===== config.mk =====
export PLATFORM = sky130hd
export DESIGN_NAME = wide_multiply_divide_unit_core
export DESIGN_NICKNAME = d
export VERILOG_FILES = /design/src/rtl/wmdu_pkg.sv /design/src/rtl/wmdu_addsub.sv /design/src/rtl/wmdu_seq.sv /design/src/rtl/wide_multiply_divide_unit_core.sv
export SDC_FILE = /design/constraint.sdc
export NUM_CORES = 1
export LEC_CHECK = 0
export ABC_CLOCK_PERIOD_IN_PS = 14700
export BUFFER_PORTS_ARGS = -buffer_cell sky130_fd_sc_hd__buf_2
export CAP_MARGIN = 40
export CORE_ASPECT_RATIO = 1.5
export CORE_MARGIN = 3
export CORE_UTILIZATION = 53
export DETAILED_ROUTE_END_ITERATION = 6
export PLACE_DENSITY = 0.79
export SETUP_SLACK_MARGIN = 0.02
export SKIP_CTS_REPAIR_TIMING = 1
export SLEW_MARGIN = 20
export SYNTH_ARGS = -nofsm -noshare
export SYNTH_HDL_FRONTEND = slang
export SYNTH_HIERARCHICAL = 1
export SYNTH_SLANG_ARGS = --single-unit

===== constraint.sdc =====
create_clock -name clk -period 14.7 [get_ports clk]
set_input_delay 2.205 -clock clk [delete_from_list [all_inputs] [get_ports clk]]
set_output_delay 2.205 -clock clk [all_outputs]
set_load 0.1 [all_outputs]

===== src/rtl/wmdu_pkg.sv =====
// Shared types and constants for the wide multiply/divide unit.
package wmdu_pkg;

    localparam int WORD_W = 64;
    localparam int STEP_W = 6;

    localparam logic [1:0] REQ_MULU = 2'd0;
    localparam logic [1:0] REQ_MULS = 2'd1;
    localparam logic [1:0] REQ_DIVU = 2'd2;
    localparam logic [1:0] REQ_DIVS = 2'd3;

    typedef enum logic [3:0] {
        ST_IDLE,
        ST_NEG_B,
        ST_NEG_LO,
        ST_NEG_HI,
        ST_CHECK,
        ST_ITER,
        ST_FIX_LO,
        ST_FIX_HI,
        ST_DONE
    } state_t;

    typedef struct packed {
        state_t state;
    } ctrl_t;

    typedef struct packed {
        logic check_fail;
        logic fix_fail;
    } status_t;

endpackage


===== src/rtl/wmdu_addsub.sv =====
// Shared 64-bit adder with carry in and carry out, used by every step.
module wmdu_addsub (
    input  logic [wmdu_pkg::WORD_W-1:0] x,
    input  logic [wmdu_pkg::WORD_W-1:0] y,
    input  logic                        cin,
    output logic [wmdu_pkg::WORD_W:0]   sum
);

    assign sum = {1'b0, x} + {1'b0, y} + {{wmdu_pkg::WORD_W{1'b0}}, cin};

endmodule


===== src/rtl/wmdu_seq.sv =====
// Sequencer that steps a request through sign fixing, a divide check, iteration and result fixing.
module wmdu_seq (
    input  logic                clk,
    input  logic                rst_n,
    input  logic                start,
    input  wmdu_pkg::status_t   status,
    output wmdu_pkg::ctrl_t     ctrl
);

    wmdu_pkg::state_t                 state_reg;
    wmdu_pkg::state_t                 state_next;
    logic [wmdu_pkg::STEP_W-1:0]      step_reg;
    logic [wmdu_pkg::STEP_W-1:0]      step_next;
    logic                             last_step;

    assign last_step = &step_reg;

    always_ff @(posedge clk or negedge rst_n)
    begin
        if (!rst_n)
        begin
            state_reg <= wmdu_pkg::ST_IDLE;
            step_reg  <= '0;
        end
        else
        begin
            state_reg <= state_next;
            step_reg  <= step_next;
        end
    end

    always_comb
    begin
        state_next = state_reg;
        unique case (state_reg)
            wmdu_pkg::ST_IDLE:
            begin
                if (start)
                begin
                    state_next = wmdu_pkg::ST_NEG_B;
                end
            end
            wmdu_pkg::ST_NEG_B:  state_next = wmdu_pkg::ST_NEG_LO;
            wmdu_pkg::ST_NEG_LO: state_next = wmdu_pkg::ST_NEG_HI;
            wmdu_pkg::ST_NEG_HI: state_next = wmdu_pkg::ST_CHECK;
            wmdu_pkg::ST_CHECK:
            begin
                state_next = status.check_fail ? wmdu_pkg::ST_DONE : wmdu_pkg::ST_ITER;
            end
            wmdu_pkg::ST_ITER:
            begin
                if (last_step)
                begin
                    state_next = wmdu_pkg::ST_FIX_LO;
                end
            end
            wmdu_pkg::ST_FIX_LO:
            begin
                state_next = status.fix_fail ? wmdu_pkg::ST_DONE : wmdu_pkg::ST_FIX_HI;
            end
            wmdu_pkg::ST_FIX_HI: state_next = wmdu_pkg::ST_DONE;
            wmdu_pkg::ST_DONE:   state_next = wmdu_pkg::ST_IDLE;
            default:             state_next = wmdu_pkg::ST_IDLE;
        endcase
    end

    always_comb
    begin
        step_next  = (state_reg == wmdu_pkg::ST_ITER) ? step_reg + 1'b1 : '0;
        ctrl.state = state_reg;
    end

endmodule


===== src/rtl/wide_multiply_divide_unit_core.sv =====
// Top level of the wide multiply/divide unit: operand registers and shared-adder datapath.
// A divide fault at the check or a signed overflow in result fixing skips to done.
// Requests do not overlap; the 64-step shift loop runs on the single shared adder.
// Busy stays high from the accepting edge until the cycle after the done strobe.
// Done is high for one cycle; result registers hold until the next accept; no stall.
// Reset is asynchronous and active low and returns the sequencer to idle.
module wide_multiply_divide_unit_core (
    input  logic        clk,
    input  logic        rst_n,
    input  logic        start,
    output logic        busy,
    output logic        done,
    input  logic [1:0]  req_type,
    input  logic [63:0] operand_a,
    input  logic [63:0] operand_b,
    input  logic [63:0] dividend_high,
    output logic [63:0] result_low,
    output logic [63:0] result_high,
    output logic        divide_error
);

    wmdu_pkg::ctrl_t   ctrl;
    wmdu_pkg::status_t status;

    logic [1:0]                     op_reg;
    logic [wmdu_pkg::WORD_W-1:0]    acc_reg;
    logic [wmdu_pkg::WORD_W-1:0]    lo_reg;
    logic [wmdu_pkg::WORD_W-1:0]    div_reg;
    logic                           sa_reg;
    logic                           sb_reg;
    logic                           carry_reg;
    logic                           err_reg;

    logic [wmdu_pkg::WORD_W-1:0]    add_x;
    logic [wmdu_pkg::WORD_W-1:0]    add_y;
    logic                           add_cin;
    logic [wmdu_pkg::WORD_W:0]      sum;
    logic [wmdu_pkg::WORD_W-1:0]    shifted;
    logic                           is_div;
    logic                           neg_res;
    logic                           quot_bit;
    logic                           accept;

    assign accept   = start && (ctrl.state == wmdu_pkg::ST_IDLE);
    assign busy     = (ctrl.state != wmdu_pkg::ST_IDLE);
    assign done     = (ctrl.state == wmdu_pkg::ST_DONE);
    assign is_div   = (op_reg == wmdu_pkg::REQ_DIVU) || (op_reg == wmdu_pkg::REQ_DIVS);
    assign neg_res  = sa_reg ^ sb_reg;
    assign shifted  = {acc_reg[wmdu_pkg::WORD_W-2:0], lo_reg[wmdu_pkg::WORD_W-1]};
    assign quot_bit = acc_reg[wmdu_pkg::WORD_W-1] | sum[wmdu_pkg::WORD_W];

    assign status.check_fail = is_div && ((div_reg == '0) || sum[wmdu_pkg::WORD_W]);
    assign status.fix_fail   = (op_reg == wmdu_pkg::REQ_DIVS) &&
                               (neg_res ? (lo_reg[wmdu_pkg::WORD_W-1] &&
                                           (lo_reg[wmdu_pkg::WORD_W-2:0] != '0))
                                        : lo_reg[wmdu_pkg::WORD_W-1]);

    assign result_low   = lo_reg;
    assign result_high  = acc_reg;
    assign divide_error = err_reg;

    wmdu_seq u_seq (
        .clk    (clk),
        .rst_n  (rst_n),
        .start  (start),
        .status (status),
        .ctrl   (ctrl)
    );

    wmdu_addsub u_addsub (
        .x   (add_x),
        .y   (add_y),
        .cin (add_cin),
        .sum (sum)
    );

    always_comb
    begin
        add_x   = '0;
        add_y   = '0;
        add_cin = 1'b0;
        unique case (ctrl.state)
            wmdu_pkg::ST_NEG_B:
            begin
                add_x   = ~div_reg;
                add_cin = 1'b1;
            end
            wmdu_pkg::ST_NEG_LO, wmdu_pkg::ST_FIX_LO:
            begin
                add_x   = ~lo_reg;
                add_cin = 1'b1;
            end
            wmdu_pkg::ST_NEG_HI:
            begin
                add_x   = ~acc_reg;
                add_cin = carry_reg;
            end
            wmdu_pkg::ST_CHECK:
            begin
                add_x   = acc_reg;
                add_y   = ~div_reg;
                add_cin = 1'b1;
            end
            wmdu_pkg::ST_ITER:
            begin
                if (is_div)
                begin
                    add_x   = shifted;
                    add_y   = ~div_reg;
                    add_cin = 1'b1;
                end
                else
                begin
                    add_x = acc_reg;
                    add_y = lo_reg[0] ? div_reg : '0;
                end
            end
            wmdu_pkg::ST_FIX_HI:
            begin
                add_x   = ~acc_reg;
                add_cin = is_div ? 1'b1 : carry_reg;
            end
            default:
            begin
                add_x   = '0;
            end
        endcase
    end

    always_ff @(posedge clk)
    begin
        unique case (ctrl.state)
            wmdu_pkg::ST_IDLE:
            begin
                if (accept)
                begin
                    op_reg  <= req_type;
                    lo_reg  <= operand_a;
                    div_reg <= operand_b;
                    acc_reg <= dividend_high;
                    err_reg <= 1'b0;
                    unique case (req_type)
                        wmdu_pkg::REQ_MULS:
                        begin
                            sa_reg <= operand_a[wmdu_pkg::WORD_W-1];
                            sb_reg <= operand_b[wmdu_pkg::WORD_W-1];
                        end
                        wmdu_pkg::REQ_DIVS:
                        begin
                            sa_reg <= dividend_high[wmdu_pkg::WORD_W-1];
                            sb_reg <= operand_b[wmdu_pkg::WORD_W-1];
                        end
                        default:
                        begin
                            sa_reg <= 1'b0;
                            sb_reg <= 1'b0;
                        end
                    endcase
                end
            end
            wmdu_pkg::ST_NEG_B:
            begin
                if (sb_reg)
                begin
                    div_reg <= sum[wmdu_pkg::WORD_W-1:0];
                end
            end
            wmdu_pkg::ST_NEG_LO:
            begin
                carry_reg <= sum[wmdu_pkg::WORD_W];
                if (sa_reg)
                begin
                    lo_reg <= sum[wmdu_pkg::WORD_W-1:0];
                end
            end
            wmdu_pkg::ST_NEG_HI:
            begin
                if (!is_div)
                begin
                    acc_reg <= '0;
                end
                else if (sa_reg)
                begin
                    acc_reg <= sum[wmdu_pkg::WORD_W-1:0];
                end
            end
            wmdu_pkg::ST_CHECK:
            begin
                if (status.check_fail)
                begin
                    acc_reg <= '0;
                    lo_reg  <= '0;
                    err_reg <= 1'b1;
                end
            end
            wmdu_pkg::ST_ITER:
            begin
                if (is_div)
                begin
                    acc_reg <= quot_bit ? sum[wmdu_pkg::WORD_W-1:0] : shifted;
                    lo_reg  <= {lo_reg[wmdu_pkg::WORD_W-2:0], quot_bit};
                end
                else
                begin
                    acc_reg <= sum[wmdu_pkg::WORD_W:1];
                    lo_reg  <= {sum[0], lo_reg[wmdu_pkg::WORD_W-1:1]};
                end
            end
            wmdu_pkg::ST_FIX_LO:
            begin
                carry_reg <= sum[wmdu_pkg::WORD_W];
                if (status.fix_fail)
                begin
                    acc_reg <= '0;
                    lo_reg  <= '0;
                    err_reg <= 1'b1;
                end
                else if (neg_res)
                begin
                    lo_reg <= sum[wmdu_pkg::WORD_W-1:0];
                end
            end
            wmdu_pkg::ST_FIX_HI:
            begin
                if ((op_reg == wmdu_pkg::REQ_MULS && neg_res) ||
                    (op_reg == wmdu_pkg::REQ_DIVS && sa_reg))
                begin
                    acc_reg <= sum[wmdu_pkg::WORD_W-1:0];
                end
            end
            default:
            begin
                err_reg <= err_reg;
            end
        endcase
    end

endmodule


==> results by group <==
Worst setup path
  – R2r worst-path depth: 25
  – Reg-to-Reg Start: u_seq/ctrl[2]
  – Startpoint Class: register
  – R2R Setup Slk: 5.90 ns
  – Endpoint class of the critical path: register
  – Critical R2R Capture: result_high[26]
  – Crit Path Max Fanout: 42
  – CP Class: register to register
  – Origin of the worst setup path: u_seq/ctrl[2]
  – Worst path required time: 15.09 ns
  – Critical Path AT: slightly above 9 ns

Global route
  – GR Util All Layers: 0.3837
  – First-pass GRT wire length: between 100 and 150 mm
  – Pin count of the biggest net entering global routing: 85
  – Initial antenna violation count: 3
  – Aggregate global routing overflow: 0
  – Vias in the first global route: between 15000 and 20000

Final layout
  – Commonest cells after routing, fill and taps aside: 341 x a21oi_1, 328 x buf_2, 236 x nor2_1
  – Commonest non-fill, non-tap cell in the layout: a21oi_1
  – NumNets Final: about 2600
  – Area delta synth->final: 14.15%
  – Cell area after layout: 0.02130 mm^2
  – Share of cells above drive strength 1: 0.2350

Yosys
  – Syn Nets: 2436
  – Synth Warn #: 6
  – Cell taking the most area after synthesis: edfxtp_1
  – Flop and latch count out of synthesis: 208
  – Mapped Area: ~0.019 mm^2
  – Top FF cell, synth: edfxtp_1
  – EDFF count, synth: just under 200
  – Syn Area/Cell: 8.586 um^2
  – Synth area leaders: edfxtp_1 32%, a21oi_1 9.2%, mux2_2 7.5%
  – Yosys top cell area share: 0.3187
  – Cells after Synth: 2173
  – Netlist cell types: 85
  – Post-synth ARST share: 0.04808
  – Seq/Total Area, Yosys: 0.3321

Route
  – DRT iter0 DRCs: 2446
  – DRT antenna net count: 0
  – DRC: 2
  – Vias: 20320
  – Final WL: 76.24 mm
  – Wirelength per Cell: around 27 um
  – First-pass DRT Iterations: 7
  – Via/cell ratio: a little over 7

Floorplan
  – Initial Utilization: 0.5411
  – Die ar.: 0.03753 mm^2
  – Core ar.: about 0.034 mm^2
  – Die Ht: approximately 240 um
  – Die width: 159.2 um
  – # rows: 83
  – IO Pins: around 330

STA
  – Setup violators final: 0
  – RSZ-0062 raised after global routing: no
  – Pins Over Slew Limit: 0
  – Slew HR: 0.4135
  – Layout Skew: 0.01762 ns
  – FMAX: 0.1136 GHz
  – Post-layout min period: just under 9 ns
  – Final period util: 0.5989
  – Final worst setup slack: between 5 and 6 ns
  – Worst slew pin tran: a little under 0.9 ns
  – Final setup TNS: 0 ns
  – Hold Vio Cnt, Final: 0

Min path
  – Hold WC Path Type: register to register
  – Hold depth: 1
  – Hold Crit Start: u_seq/step_reg[0]
  – Hold Crit Endpoint: u_seq/step_reg[0]

Clock tree
  – Clk buf depth: 3
  – TritonCTS Buffers: 23
  – CTS Sinks: roughly 210
  – H-tree levels: 1
  – Clk Latency, worst-skew pair: roughly 0.56 ns
  – CTS root buffer: clkbuf_16
  – Clk slew on worst S/H paths: 0.06 ns
  – CTS tree: done

Placement
  – Place WS: 6.160 ns
  – Dpl hpwl: 54.66 mm
  – IO Port Bufs: 327
  – Post-placement cell area: 0.02049 mm^2
  – GPL Wtd Cong: between 1 and 1.5

Run status
  – Failing checks: DRC
  – Status: finished with violations

Job
  – Max-cap violation count: 0
[layer usage]
metal / share of wire / global-route usage
met1: 0.33 / 0.4252
met2: 0.49 / 0.6763
met5: 0 / 0
met4: 0.079 / 0.2623
met3: 0.094 / 0.05622
[critical path, stage by stage (launching register included)]
cell,delay [ns]
dfrtp_1,0.84
and4bb_2,0.82
buf_4,0.56
nand2_1,0.21
nand2_2,0.42
buf_4,0.53
nor2_1,0.07
a21oi_1,0.19
fa_1,0.26
fa_1,0.25
a211oi_1,0.09
o21bai_1,0.20
nand3_1,0.19
a211oi_2,0.31
a2bb2oi_2,0.29
a31oi_2,0.19
o31a_1,0.40
o211ai_2,0.24
o22ai_2,0.11
o31ai_2,0.50
nor2_1,0.20
o21ai_0,0.35
o2bb2ai_4,0.39
buf_4,0.58
nand2_1,0.11
a21oi_1,0.21
[stage by stage]
step,cells,util,hold slack (ns)
2_1_floorplan,2173,-,0.4546
3_3_place_gp,2810,0.5908,0.4729
3_5_place_dp,2817,0.5943,0.4954
4_1_cts,2859,0.6151,0.4976
5_1_grt,2866,0.6177,0.5262
6_report,2866,0.6177,0.4980
[cells in the mapped netlist, drive strengths merged (21+ instances only)]
master	count
nand2	130
a221oi	66
nor4	35
and3	71
a21oi	343
edfxtp	198
nand4	87
xnor2	41
clkbuf	110
nor3	21
a31oi	73
mux2	125
nand3	23
ha	64
a221o	64
o22a	63
nor2	239
inv	30
o21ai	120
a21o	41
buf	73
[layout make-up]
type / count / area [um^2]
Fill cell: 3091 / 13180
Multi-Input combinational cell: 1752 / 11650
Sequential cell: 208 / 6196
Timing Repair Buffer: 364 / 2031
Clock buffer: 36 / 654.4
Tap cell: 467 / 584.3
Inverter: 30 / 112.6
Clock inverter: 6 / 61.31
Antenna cell: 3 / 7.507
[logic make-up after synthesis]
kind of cell,after synthesis,synth area share
AO/OA/AOI/OAI,844,0.2960
buffers and inverters,213,0.04963
flip-flops,208,0.3321
XOR/XNOR,61,0.02864
adder cells (fa/ha/maj),66,0.04507
multiplexers,127,0.07652
AND/OR/NAND/NOR,654,0.1721
[how the worst max path moves through the flow]
| stage | endpoint | slack, ns | cells past startpoint |
|---|---|---|---|
| final | result_high[26] | 5.90 | 25 |
| after global placement | result_high[41] | 6.37 | 25 |
| after detailed placement | result_high[17] | 6.16 | 25 |
| after floorplan | result_low[0] | 2.48 | 21 |
| after CTS | result_high[26] | 6.05 | 25 |
| after global routing | result_high[26] | 5.49 | 25 |
Power is left out: the tool's default activity adds up to more than one toggle a clock period on the data nets, which glitch-free logic cannot reach.
